--- src/design/pcq_pkg.sv ---
// Shared types, codes and constant tables for the pixel color quantizer.
// No dependencies; used by every module of the block.
`timescale 1ns / 1ps

package pcq_pkg;

  localparam int COLOR_FRAC_BITS_DEF = 12;

  // configuration port
  localparam int CFG_IDX_W  = 2;
  localparam int CFG_DATA_W = 8;

  localparam logic [CFG_IDX_W-1:0] CFG_PIXEL_FORMAT  = 2'd0;
  localparam logic [CFG_IDX_W-1:0] CFG_PALETTE_KIND  = 2'd1;
  localparam logic [CFG_IDX_W-1:0] CFG_PALETTE_START = 2'd2;
  localparam logic [CFG_IDX_W-1:0] CFG_DITHER_ENABLE = 2'd3;

  // pixel formats (codes above 24-bit behave as 24-bit)
  localparam logic [2:0] FMT_EGA4  = 3'd0;
  localparam logic [2:0] FMT_PAL8  = 3'd1;
  localparam logic [2:0] FMT_RGB15 = 3'd2;
  localparam logic [2:0] FMT_RGB16 = 3'd3;
  localparam logic [2:0] FMT_RGB24 = 3'd4;

  // 8-bit palette kinds
  localparam logic [1:0] PAL_GREY = 2'd0;
  localparam logic [1:0] PAL_884  = 2'd1;
  localparam logic [1:0] PAL_666  = 2'd2;
  localparam logic [1:0] PAL_EGA  = 2'd3;

  // dither shift codes: bump divided by 1, 8 or 64
  localparam logic [1:0] DSH_NONE = 2'd0;
  localparam logic [1:0] DSH_BY8  = 2'd1;
  localparam logic [1:0] DSH_BY64 = 2'd2;

  localparam logic [1:0] CNT_ONE   = 2'd1;
  localparam logic [1:0] CNT_TWO   = 2'd2;
  localparam logic [1:0] CNT_THREE = 2'd3;

  typedef struct packed {
    logic signed [15:0] red;
    logic signed [15:0] green;
    logic signed [15:0] blue;
    logic [2:0]         x_low;
    logic [2:0]         y_low;
  } pix_in_t;

  typedef struct packed {
    logic [7:0] byte_low;
    logic [7:0] byte_mid;
    logic [7:0] byte_high;
    logic [1:0] byte_count;
  } pix_out_t;

  typedef struct packed {
    logic [2:0] pixel_format;
    logic [1:0] palette_kind;
    logic [7:0] palette_start;
    logic       dither_enable;
  } pcq_cfg_t;

  // 8x8 Bayer matrix, indexed by {x_low, y_low}
  localparam logic [5:0] BAYER [64] = '{
    6'd0,  6'd32, 6'd8,  6'd40, 6'd2,  6'd34, 6'd10, 6'd42,
    6'd48, 6'd16, 6'd56, 6'd24, 6'd50, 6'd18, 6'd58, 6'd26,
    6'd12, 6'd44, 6'd4,  6'd36, 6'd14, 6'd46, 6'd6,  6'd38,
    6'd60, 6'd28, 6'd52, 6'd20, 6'd62, 6'd30, 6'd54, 6'd22,
    6'd3,  6'd35, 6'd11, 6'd43, 6'd1,  6'd33, 6'd9,  6'd41,
    6'd51, 6'd19, 6'd59, 6'd27, 6'd49, 6'd17, 6'd57, 6'd25,
    6'd15, 6'd47, 6'd7,  6'd39, 6'd13, 6'd45, 6'd5,  6'd37,
    6'd63, 6'd31, 6'd55, 6'd23, 6'd61, 6'd29, 6'd53, 6'd21
  };

  localparam logic [3:0] EGA_ORDER [16] = '{
    4'd0, 4'd6,  4'd5,  4'd4,  4'd3,  4'd2,  4'd1,  4'd7,
    4'd8, 4'd14, 4'd13, 4'd12, 4'd11, 4'd10, 4'd9,  4'd15
  };

  // v * 255 as (v << 8) - v
  function automatic logic signed [23:0] times255(input logic signed [15:0] v);
    logic [23:0] ve;
    ve = {{8{v[15]}}, v};
    return $signed({v, 8'h00} - ve);
  endfunction

  function automatic logic [1:0] dither_shift(input logic [2:0] fmt);
    logic [1:0] sh;
    case (fmt)
      FMT_EGA4, FMT_PAL8:   sh = DSH_NONE;
      FMT_RGB15, FMT_RGB16: sh = DSH_BY8;
      default:              sh = DSH_BY64;
    endcase
    return sh;
  endfunction

  // x / 51 for a byte, result 0..5
  function automatic logic [2:0] div51(input logic [7:0] x);
    logic [2:0] q;
    q = 3'd0;
    if (x >= 8'd51)  q = 3'd1;
    if (x >= 8'd102) q = 3'd2;
    if (x >= 8'd153) q = 3'd3;
    if (x >= 8'd204) q = 3'd4;
    if (x == 8'd255) q = 3'd5;
    return q;
  endfunction

endpackage

--- src/design/pcq_ega.sv ---
// EGA 16-color index from the three plane sums and the channel total.
// Depends on pcq_pkg (EGA remap table).
`timescale 1ns / 1ps

module pcq_ega import pcq_pkg::*; #(
  parameter int FracBits = COLOR_FRAC_BITS_DEF,
  parameter int NumW     = 32
) (
  input  logic signed [NumW-1:0] sum_rg_i,   // r + g - b
  input  logic signed [NumW-1:0] sum_rb_i,   // r - g + b
  input  logic signed [NumW-1:0] sum_gb_i,   // -r + g + b
  input  logic signed [NumW-1:0] sum_all_i,  // r + g + b
  output logic [3:0]             idx_o
);

  localparam logic signed [NumW-1:0] Half  = NumW'(255 * (2 ** (FracBits - 1)));
  localparam logic signed [NumW-1:0] Half3 = NumW'(3 * 255 * (2 ** (FracBits - 1)));
  localparam logic signed [NumW-1:0] Half5 = NumW'(5 * 255 * (2 ** (FracBits - 1)));

  logic [2:0] planes;
  logic       over1, over3, over5;
  logic [3:0] raw;

  always_comb begin
    planes = {sum_gb_i > Half, sum_rb_i > Half, sum_rg_i > Half};
    over1  = sum_all_i > Half;
    over3  = sum_all_i > Half3;
    over5  = sum_all_i > Half5;
    case (planes)
      3'b000:  raw = over1 ? 4'd7 : 4'd0;   // dark: black or grey
      3'b111:  raw = over5 ? 4'd15 : 4'd8;  // all planes: dark grey or white
      default: raw = {over3, planes};
    endcase
    idx_o = EGA_ORDER[raw];
  end

endmodule

--- src/design/pcq_pack.sv ---
// Packs clamped channel bytes into the configured pixel format.
// Depends on pcq_pkg (format codes, palette kinds, output struct).
`timescale 1ns / 1ps

module pcq_pack import pcq_pkg::*; (
  input  pcq_cfg_t   cfg_i,
  input  logic [7:0] red_i,
  input  logic [7:0] green_i,
  input  logic [7:0] blue_i,
  input  logic [3:0] ega_idx_i,
  output pix_out_t   pix_o
);

  logic [7:0] idx;
  logic [7:0] max_rg, max_rgb;
  logic [7:0] cube;

  always_comb begin
    max_rg  = (red_i > green_i) ? red_i : green_i;
    max_rgb = (blue_i > max_rg) ? blue_i : max_rg;
    cube    = 8'd36 * {5'd0, div51(red_i)} + 8'd6 * {5'd0, div51(green_i)}
              + {5'd0, div51(blue_i)};

    if (cfg_i.pixel_format == FMT_EGA4 || cfg_i.palette_kind == PAL_EGA) begin
      idx = {4'd0, ega_idx_i};
    end else begin
      case (cfg_i.palette_kind)
        PAL_666: idx = cube;
        PAL_884: idx = (red_i & 8'hE0) | ((green_i & 8'hE0) >> 3) | (blue_i >> 6);
        default: idx = max_rgb >> 2;
      endcase
    end

    pix_o = '0;
    case (cfg_i.pixel_format)
      FMT_EGA4, FMT_PAL8: begin
        pix_o.byte_low   = idx + cfg_i.palette_start;
        pix_o.byte_count = CNT_ONE;
      end
      FMT_RGB15: begin
        pix_o.byte_mid   = ((red_i >> 1) & 8'h7C) | (green_i >> 6);
        pix_o.byte_low   = ((green_i << 2) & 8'hE0) | (blue_i >> 3);
        pix_o.byte_count = CNT_TWO;
      end
      FMT_RGB16: begin
        pix_o.byte_mid   = (red_i & 8'hF8) | (green_i >> 5);
        pix_o.byte_low   = ((green_i << 3) & 8'hE0) | (blue_i >> 3);
        pix_o.byte_count = CNT_TWO;
      end
      default: begin
        pix_o.byte_high  = red_i;
        pix_o.byte_mid   = green_i;
        pix_o.byte_low   = blue_i;
        pix_o.byte_count = CNT_THREE;
      end
    endcase
  end

endmodule

--- src/design/pixel_color_quantizer.sv ---
// Pixel color quantizer: accepts one RGB pixel per clock while in_stall_o
// is low and produces the packed pixel bytes for the configured display
// format. Its stages are times255, dither add, shift/clamp with EGA plane
// sums, EGA index, format pack into the output register. Each stage holds
// its own valid bit and advances when the stage after it is empty or
// moving, so a stalled output only backs up the input once every stage
// holds a request. Configuration is sampled per request as it enters.
// Depends on pcq_pkg, pcq_ega and pcq_pack.
`timescale 1ns / 1ps

module pixel_color_quantizer import pcq_pkg::*; #(
  parameter int COLOR_FRAC_BITS = COLOR_FRAC_BITS_DEF
) (
  input  logic                  clk_i,
  input  logic                  rst_ni,
  input  logic                  cfg_we_i,
  input  logic [CFG_IDX_W-1:0]  cfg_idx_i,
  input  logic [CFG_DATA_W-1:0] cfg_wdata_i,
  input  logic                  in_valid_i,
  output logic                  in_stall_o,
  input  pix_in_t               in_data_i,
  output logic                  out_valid_o,
  input  logic                  out_stall_i,
  output pix_out_t              out_data_o
);

  localparam int NumW = (COLOR_FRAC_BITS + 8 > 32) ? COLOR_FRAC_BITS + 8 : 32;

  pcq_cfg_t cfg_q;

  always_ff @(posedge clk_i or negedge rst_ni) begin
    if (!rst_ni) begin
      cfg_q.pixel_format  <= FMT_PAL8;
      cfg_q.palette_kind  <= PAL_884;
      cfg_q.palette_start <= 8'd0;
      cfg_q.dither_enable <= 1'b0;
    end else if (cfg_we_i) begin
      case (cfg_idx_i)
        CFG_PIXEL_FORMAT:  cfg_q.pixel_format  <= cfg_wdata_i[2:0];
        CFG_PALETTE_KIND:  cfg_q.palette_kind  <= cfg_wdata_i[1:0];
        CFG_PALETTE_START: cfg_q.palette_start <= cfg_wdata_i;
        CFG_DITHER_ENABLE: cfg_q.dither_enable <= cfg_wdata_i[0];
        default:           cfg_q <= cfg_q;
      endcase
    end
  end

  // stage valids and enables, stage 5 is the output register
  logic [5:1] vld_q;
  logic [5:1] en;

  always_comb begin
    en[5] = !vld_q[5] || !out_stall_i;
    en[4] = !vld_q[4] || en[5];
    en[3] = !vld_q[3] || en[4];
    en[2] = !vld_q[2] || en[3];
    en[1] = !vld_q[1] || en[2];
  end

  assign in_stall_o  = !en[1];
  assign out_valid_o = vld_q[5];

  always_ff @(posedge clk_i or negedge rst_ni) begin
    if (!rst_ni) begin
      vld_q <= '0;
    end else begin
      if (en[1]) vld_q[1] <= in_valid_i;
      if (en[2]) vld_q[2] <= vld_q[1];
      if (en[3]) vld_q[3] <= vld_q[2];
      if (en[4]) vld_q[4] <= vld_q[3];
      if (en[5]) vld_q[5] <= vld_q[4];
    end
  end

  // ---- stage 1: channels times 255, dither value, config snapshot
  logic signed [23:0] s1_v255_q [3];
  logic [5:0]         s1_dith_q;
  logic [1:0]         s1_dsh_q;
  pcq_cfg_t           s1_cfg_q;

  always_ff @(posedge clk_i) begin
    if (en[1]) begin
      s1_v255_q[0] <= times255(in_data_i.red);
      s1_v255_q[1] <= times255(in_data_i.green);
      s1_v255_q[2] <= times255(in_data_i.blue);
      s1_dith_q    <= cfg_q.dither_enable ? BAYER[{in_data_i.x_low, in_data_i.y_low}]
                                          : 6'd0;
      s1_dsh_q     <= dither_shift(cfg_q.pixel_format);
      s1_cfg_q     <= cfg_q;
    end
  end

  // ---- stage 2: numerators for quantizing and EGA channel values
  logic signed [NumW-1:0] s2_num_d [3];
  logic signed [NumW-1:0] s2_ega_d [3];
  logic signed [NumW-1:0] s2_num_q [3];
  logic signed [NumW-1:0] s2_ega_q [3];
  logic [1:0]             s2_dsh_q;
  pcq_cfg_t               s2_cfg_q;
  logic [NumW-1:0]        bump;
  logic [NumW-1:0]        v_ext [3];

  always_comb begin
    bump = {{(NumW-6){1'b0}}, s1_dith_q} << COLOR_FRAC_BITS;
    for (int c = 0; c < 3; c++) begin
      v_ext[c] = {{(NumW-24){s1_v255_q[c][23]}}, s1_v255_q[c]};
      s2_ega_d[c] = $signed(v_ext[c] + bump);
      case (s1_dsh_q)
        DSH_BY8:  s2_num_d[c] = $signed((v_ext[c] << 3) + bump);
        DSH_BY64: s2_num_d[c] = $signed((v_ext[c] << 6) + bump);
        default:  s2_num_d[c] = $signed(v_ext[c] + bump);
      endcase
    end
  end

  always_ff @(posedge clk_i) begin
    if (en[2]) begin
      s2_num_q <= s2_num_d;
      s2_ega_q <= s2_ega_d;
      s2_dsh_q <= s1_dsh_q;
      s2_cfg_q <= s1_cfg_q;
    end
  end

  // ---- stage 3: shift and clamp to bytes, EGA plane sums
  logic [NumW-1:0]        quot [3];
  logic [7:0]             s3_byte_d [3];
  logic [7:0]             s3_byte_q [3];
  logic signed [NumW-1:0] s3_rg_q, s3_rb_q, s3_gb_q, s3_all_q;
  pcq_cfg_t               s3_cfg_q;

  always_comb begin
    for (int c = 0; c < 3; c++) begin
      case (s2_dsh_q)
        DSH_BY8:  quot[c] = s2_num_q[c] >> (COLOR_FRAC_BITS + 3);
        DSH_BY64: quot[c] = s2_num_q[c] >> (COLOR_FRAC_BITS + 6);
        default:  quot[c] = s2_num_q[c] >> COLOR_FRAC_BITS;
      endcase
      if (s2_num_q[c][NumW-1] || s2_num_q[c] == '0) begin
        s3_byte_d[c] = 8'd0;
      end else if (|quot[c][NumW-1:8]) begin
        s3_byte_d[c] = 8'd255;
      end else begin
        s3_byte_d[c] = quot[c][7:0];
      end
    end
  end

  always_ff @(posedge clk_i) begin
    if (en[3]) begin
      s3_byte_q <= s3_byte_d;
      s3_rg_q   <= s2_ega_q[0] + s2_ega_q[1] - s2_ega_q[2];
      s3_rb_q   <= s2_ega_q[0] - s2_ega_q[1] + s2_ega_q[2];
      s3_gb_q   <= s2_ega_q[1] + s2_ega_q[2] - s2_ega_q[0];
      s3_all_q  <= s2_ega_q[0] + s2_ega_q[1] + s2_ega_q[2];
      s3_cfg_q  <= s2_cfg_q;
    end
  end

  // ---- stage 4: EGA index
  logic [3:0] s4_ega_d, s4_ega_q;
  logic [7:0] s4_byte_q [3];
  pcq_cfg_t   s4_cfg_q;

  pcq_ega #(
    .FracBits (COLOR_FRAC_BITS),
    .NumW     (NumW)
  ) u_ega (
    .sum_rg_i  (s3_rg_q),
    .sum_rb_i  (s3_rb_q),
    .sum_gb_i  (s3_gb_q),
    .sum_all_i (s3_all_q),
    .idx_o     (s4_ega_d)
  );

  always_ff @(posedge clk_i) begin
    if (en[4]) begin
      s4_ega_q  <= s4_ega_d;
      s4_byte_q <= s3_byte_q;
      s4_cfg_q  <= s3_cfg_q;
    end
  end

  // ---- stage 5: format pack into the output register
  pix_out_t pix_d;
  pix_out_t out_q;

  pcq_pack u_pack (
    .cfg_i     (s4_cfg_q),
    .red_i     (s4_byte_q[0]),
    .green_i   (s4_byte_q[1]),
    .blue_i    (s4_byte_q[2]),
    .ega_idx_i (s4_ega_q),
    .pix_o     (pix_d)
  );

  always_ff @(posedge clk_i) begin
    if (en[5]) begin
      out_q <= pix_d;
    end
  end

  assign out_data_o = out_q;

endmodule

--- config.mk ---
export PLATFORM = sky130hd
export DESIGN_NAME = pixel_color_quantizer
export DESIGN_NICKNAME = d
export VERILOG_FILES = /design/src/design/pcq_pkg.sv /design/src/design/pcq_ega.sv /design/src/design/pcq_pack.sv /design/src/design/pixel_color_quantizer.sv
export SDC_FILE = /design/constraint.sdc
export NUM_CORES = 1
export LEC_CHECK = 0
export BUFFER_PORTS_ARGS = -buffer_cell sky130_fd_sc_hd__buf_2
export CORE_MARGIN = 2
export CORE_UTILIZATION = 30
export CTS_CLUSTER_SIZE = 40
export DETAILED_ROUTE_END_ITERATION = 8
export SETUP_SLACK_MARGIN = 0.1
export SLEW_MARGIN = 20
export SYNTH_ARGS = -nofsm -noshare
export SYNTH_HDL_FRONTEND = slang
export SYNTH_HIERARCHICAL = 1
export SYNTH_SLANG_ARGS = --single-unit
export TNS_END_PERCENT = 30
--- constraint.sdc ---
create_clock -name clk_i -period 14.04 [get_ports clk_i]
set_input_delay 1.404 -clock clk_i [delete_from_list [all_inputs] [get_ports clk_i]]
set_output_delay 1.404 -clock clk_i [all_outputs]
set_load 0.005 [all_outputs]
==> out/metrics.json <==
{
  "run_status": {"value": "finished, final reports clean"},
  "design.die.area": {"value": 117500, "unit": "µm²"},
  "static-leakage-power": {"value": 0.01544, "unit": "µW"},
  "std_cell_rows": {"value": 124},
  "timing_worst_slew_pin_value": {"value": 1.127, "unit": "ns"},
  "cp_max_fo": {"value": 9},
  "timing.final.max_slew_violations": {"value": 0},
  "cts_max_path_buffers": {"value": 3},
  "num_vias": {"value": 24280},
  "route.detailed.drc": {"value": 0},
  "layout.cells.most_common": {"value": "edfxtp_1"},
  "hold_ws": {"value": 0.4116, "unit": "ns"},
  "clock_tree.root_cell": {"value": "clkbuf_16"},
  "die_y": {"value": 342.7, "unit": "µm"},
  "dpl.cell_count": {"value": 4751},
  "vdd_ir_drop_max": {"value": 0.1404, "unit": "mV"},
  "half_perimeter_wire_length_after_placement": {"value": 68500, "unit": "µm"},
  "critical_path.endpoint_type": {"value": "flip-flop"},
  "crit_path_start": {"value": "s4_byte_q[13]"},
  "cts.repair_timing.setup_buffer_count": {"value": 0},
  "tritoncts.num_buffers": {"value": 54},
  "dr.first_iter.drc_count": {"value": 1711},
  "criticalPathCategory": {"value": "reg -> reg"},
  "post_cts_resize_count": {"value": 0},
  "die_x": {"value": 342.7, "unit": "µm"},
  "final_layout_size_suffix_gt1_frac": {"value": 0.08291},
  "grt_max_degree": {"value": 80},
  "place_congestion": {"value": 0.9039},
  "drt_pass1_iterations": {"value": 5},
  "timing.final.crit_share": {"value": 0.3780},
  "max-cap-violations": {"value": 0},
  "floorplan.core_area": {"value": 114000, "unit": "µm²"},
  "numPortBuffers": {"value": 96},
  "drt-vias-per-instance": {"value": 5.004},
  "layout_common_cells": {"value": "edfxtp_1 (505), inv_1 (295), ha_1 (280)"},
  "finalSetupTns": {"value": 0, "unit": "ns"},
  "top_level_ports": {"value": 97},
  "worst_ep_arrival_time": {"value": 5.67, "unit": "ns"},
  "layout.filler_cells": {"value": 11410},
  "max_freq": {"value": 188.4, "unit": "MHz"},
  "hold_path_startpoint": {"value": "s1_cfg_q[8]"},
  "syn_area": {"value": 34420, "unit": "µm²"},
  "syn-mean-instance-area": {"value": 10.64, "unit": "µm²"},
  "global_route_wire_length_before_repair": {"value": 136400, "unit": "µm"},
  "post_drt_wl_per_cell": {"value": 18.12, "unit": "µm"},
  "grt_antenna_before_repair": {"value": 0},
  "postRouteAntennaNets": {"value": 0},
  "rsz0062_at_grt": {"value": "false"},
  "syn_inst": {"value": 3234},
  "final-instance-count-excl-fill": {"value": 4853},
  "report.final.setup_viol": {"value": 0},
  "finalClockSkew": {"value": 0.02078, "unit": "ns"},
  "floorplan.initialDensity": {"value": 0.3019},
  "crit_required": {"value": 14.40, "unit": "ns"},
  "tritoncts": {"value": "built"},
  "cellPowerDensity": {"value": 279.5, "unit": "nW/µm²"},
  "cts_htree_levels": {"value": 2},
  "num-nets-final": {"value": 3712},
  "seqCellArea": {"value": 15640, "unit": "µm²"},
  "path_clk_slew": {"value": 0.06, "unit": "ns"},
  "slew_headroom": {"value": 0.2454},
  "insertedDiodeCount": {"value": 0},
  "rr_startpoint": {"value": "s4_byte_q[13]"},
  "total_nets_after_synthesis": {"value": 3651},
  "vias_in_the_first_global_route": {"value": 23930},
  "worstSetupStartpointType": {"value": "flip-flop"},
  "pre_cts_slack": {"value": 8.820, "unit": "ns"},
  "cts.sinks": {"value": 524},
  "setup_slack": {"value": 8.733, "unit": "ns"},
  "layout_min_cycle_time": {"value": 5.307, "unit": "ns"},
  "overflow": {"value": 0},
  "routed_wirelength": {"value": 87940, "unit": "µm"},
  "multiInputGateArea": {"value": 17290, "unit": "µm²"},
  "synth_warnings": {"value": 6},
  "hold_buffers": {"value": 0},
  "global_router_s_overall_resource_usage": {"value": 0.1480},
  "hold_path.class": {"value": "reg -> reg"},
  "finalHoldViolations": {"value": 0},
  "insertion_delay_of_the_later_clocked_pin_in_the_worst_skew_pair": {"value": 0.64, "unit": "ns"},
  "flow.area_growth_from_synthesis": {"value": 11.31, "unit": "%"}
}
layout make-up:
cell class	instances	share of cell area
Sequential cell	524	0.4082
Multi-Input combinational cell	2303	0.4511
Tap cell	1512	0.04937
Clock buffer	68	0.03876
Timing Repair Buffer	107	0.01469
Clock inverter	34	0.007967
Inverter	305	0.02988
final timing paths:
path                            slack (ns)        endpoint  cells past startpoint
worst max-delay path                  8.73  out_data_o[24]                     25
worst min-delay path                  0.41     s2_cfg_q[8]                      0
worst max register to register        8.73  out_data_o[24]                     25
worst min register to register        0.41     s2_cfg_q[8]                      0
max in group asynchronous            12.99        cfg_q[9]                      1
min in group asynchronous             0.70        cfg_q[5]                      1
routing by layer:
layer  global-route usage  part of all wire  vias up
met2               0.2487              0.47      540
met1               0.1967              0.45    11730
met5                    0                 0        -
li1                     -                 -    11880
met3              0.01651             0.039      134
met4              0.05272             0.034        0
registers in the layout (all words and copies together) (netlist names), 5 cells and up:
| signal | flops |
|---|---|
| s4_cfg_q | 13 |
| s3_cfg_q | 13 |
| s3_byte_q | 24 |
| s3_rg_q | 32 |
| s3_rb_q | 31 |
| vld_q | 5 |
| s2_num_q | 93 |
| out_data_o | 26 |
| s1_cfg_q | 13 |
| s3_gb_q | 31 |
| s1_dith_q | 6 |
| s4_byte_q | 24 |
| cfg_q | 14 |
| s2_cfg_q | 13 |
| s2_ega_q | 75 |
| s3_all_q | 31 |
| s1_v255_q | 72 |
through the flow:
step / power (µW) / utilization / area, µm²
2_1_floorplan: 7704 / - / 34420
3_3_place_gp: 9204 / 0.3203 / 36530
3_5_place_dp: 9256 / 0.3203 / 36530
4_1_cts: 10750 / 0.3360 / 38320
5_1_grt: 11610 / 0.3360 / 38320
6_report: 10710 / 0.3360 / 38320
worst max-delay path, stage by stage (launching register included):
cell	delay, ns
edfxtp_1	0.53
inv_1	0.13
ha_1	0.31
a21o_1	0.16
a21o_1	0.19
a21oi_2	0.14
o21ai_2	0.08
nand2_4	0.15
mux2i_1	0.34
ha_1	0.31
a21o_1	0.16
a21o_1	0.18
a21oi_1	0.12
o21ai_0	0.08
nand2_1	0.08
nor2b_1	0.37
a221oi_1	0.16
ha_1	0.24
fa_1	0.41
nand2_1	0.09
nand2_1	0.05
a21oi_1	0.20
o21bai_1	0.09
a21oi_1	0.17
xor2_1	0.17
o221ai_1	0.12
power breakdown:
group | total (µW) | switching [µW] | internal [µW] | leakage, µW
logic | 6010 | 3540 | 2470 | 0.00910
clock network | 1450 | 633 | 813 | 0.000865
registers | 3250 | 499 | 2750 | 0.00547
total | 10700 | 4670 | 6040 | 0.0154
(Power assumes the default switching activity.)
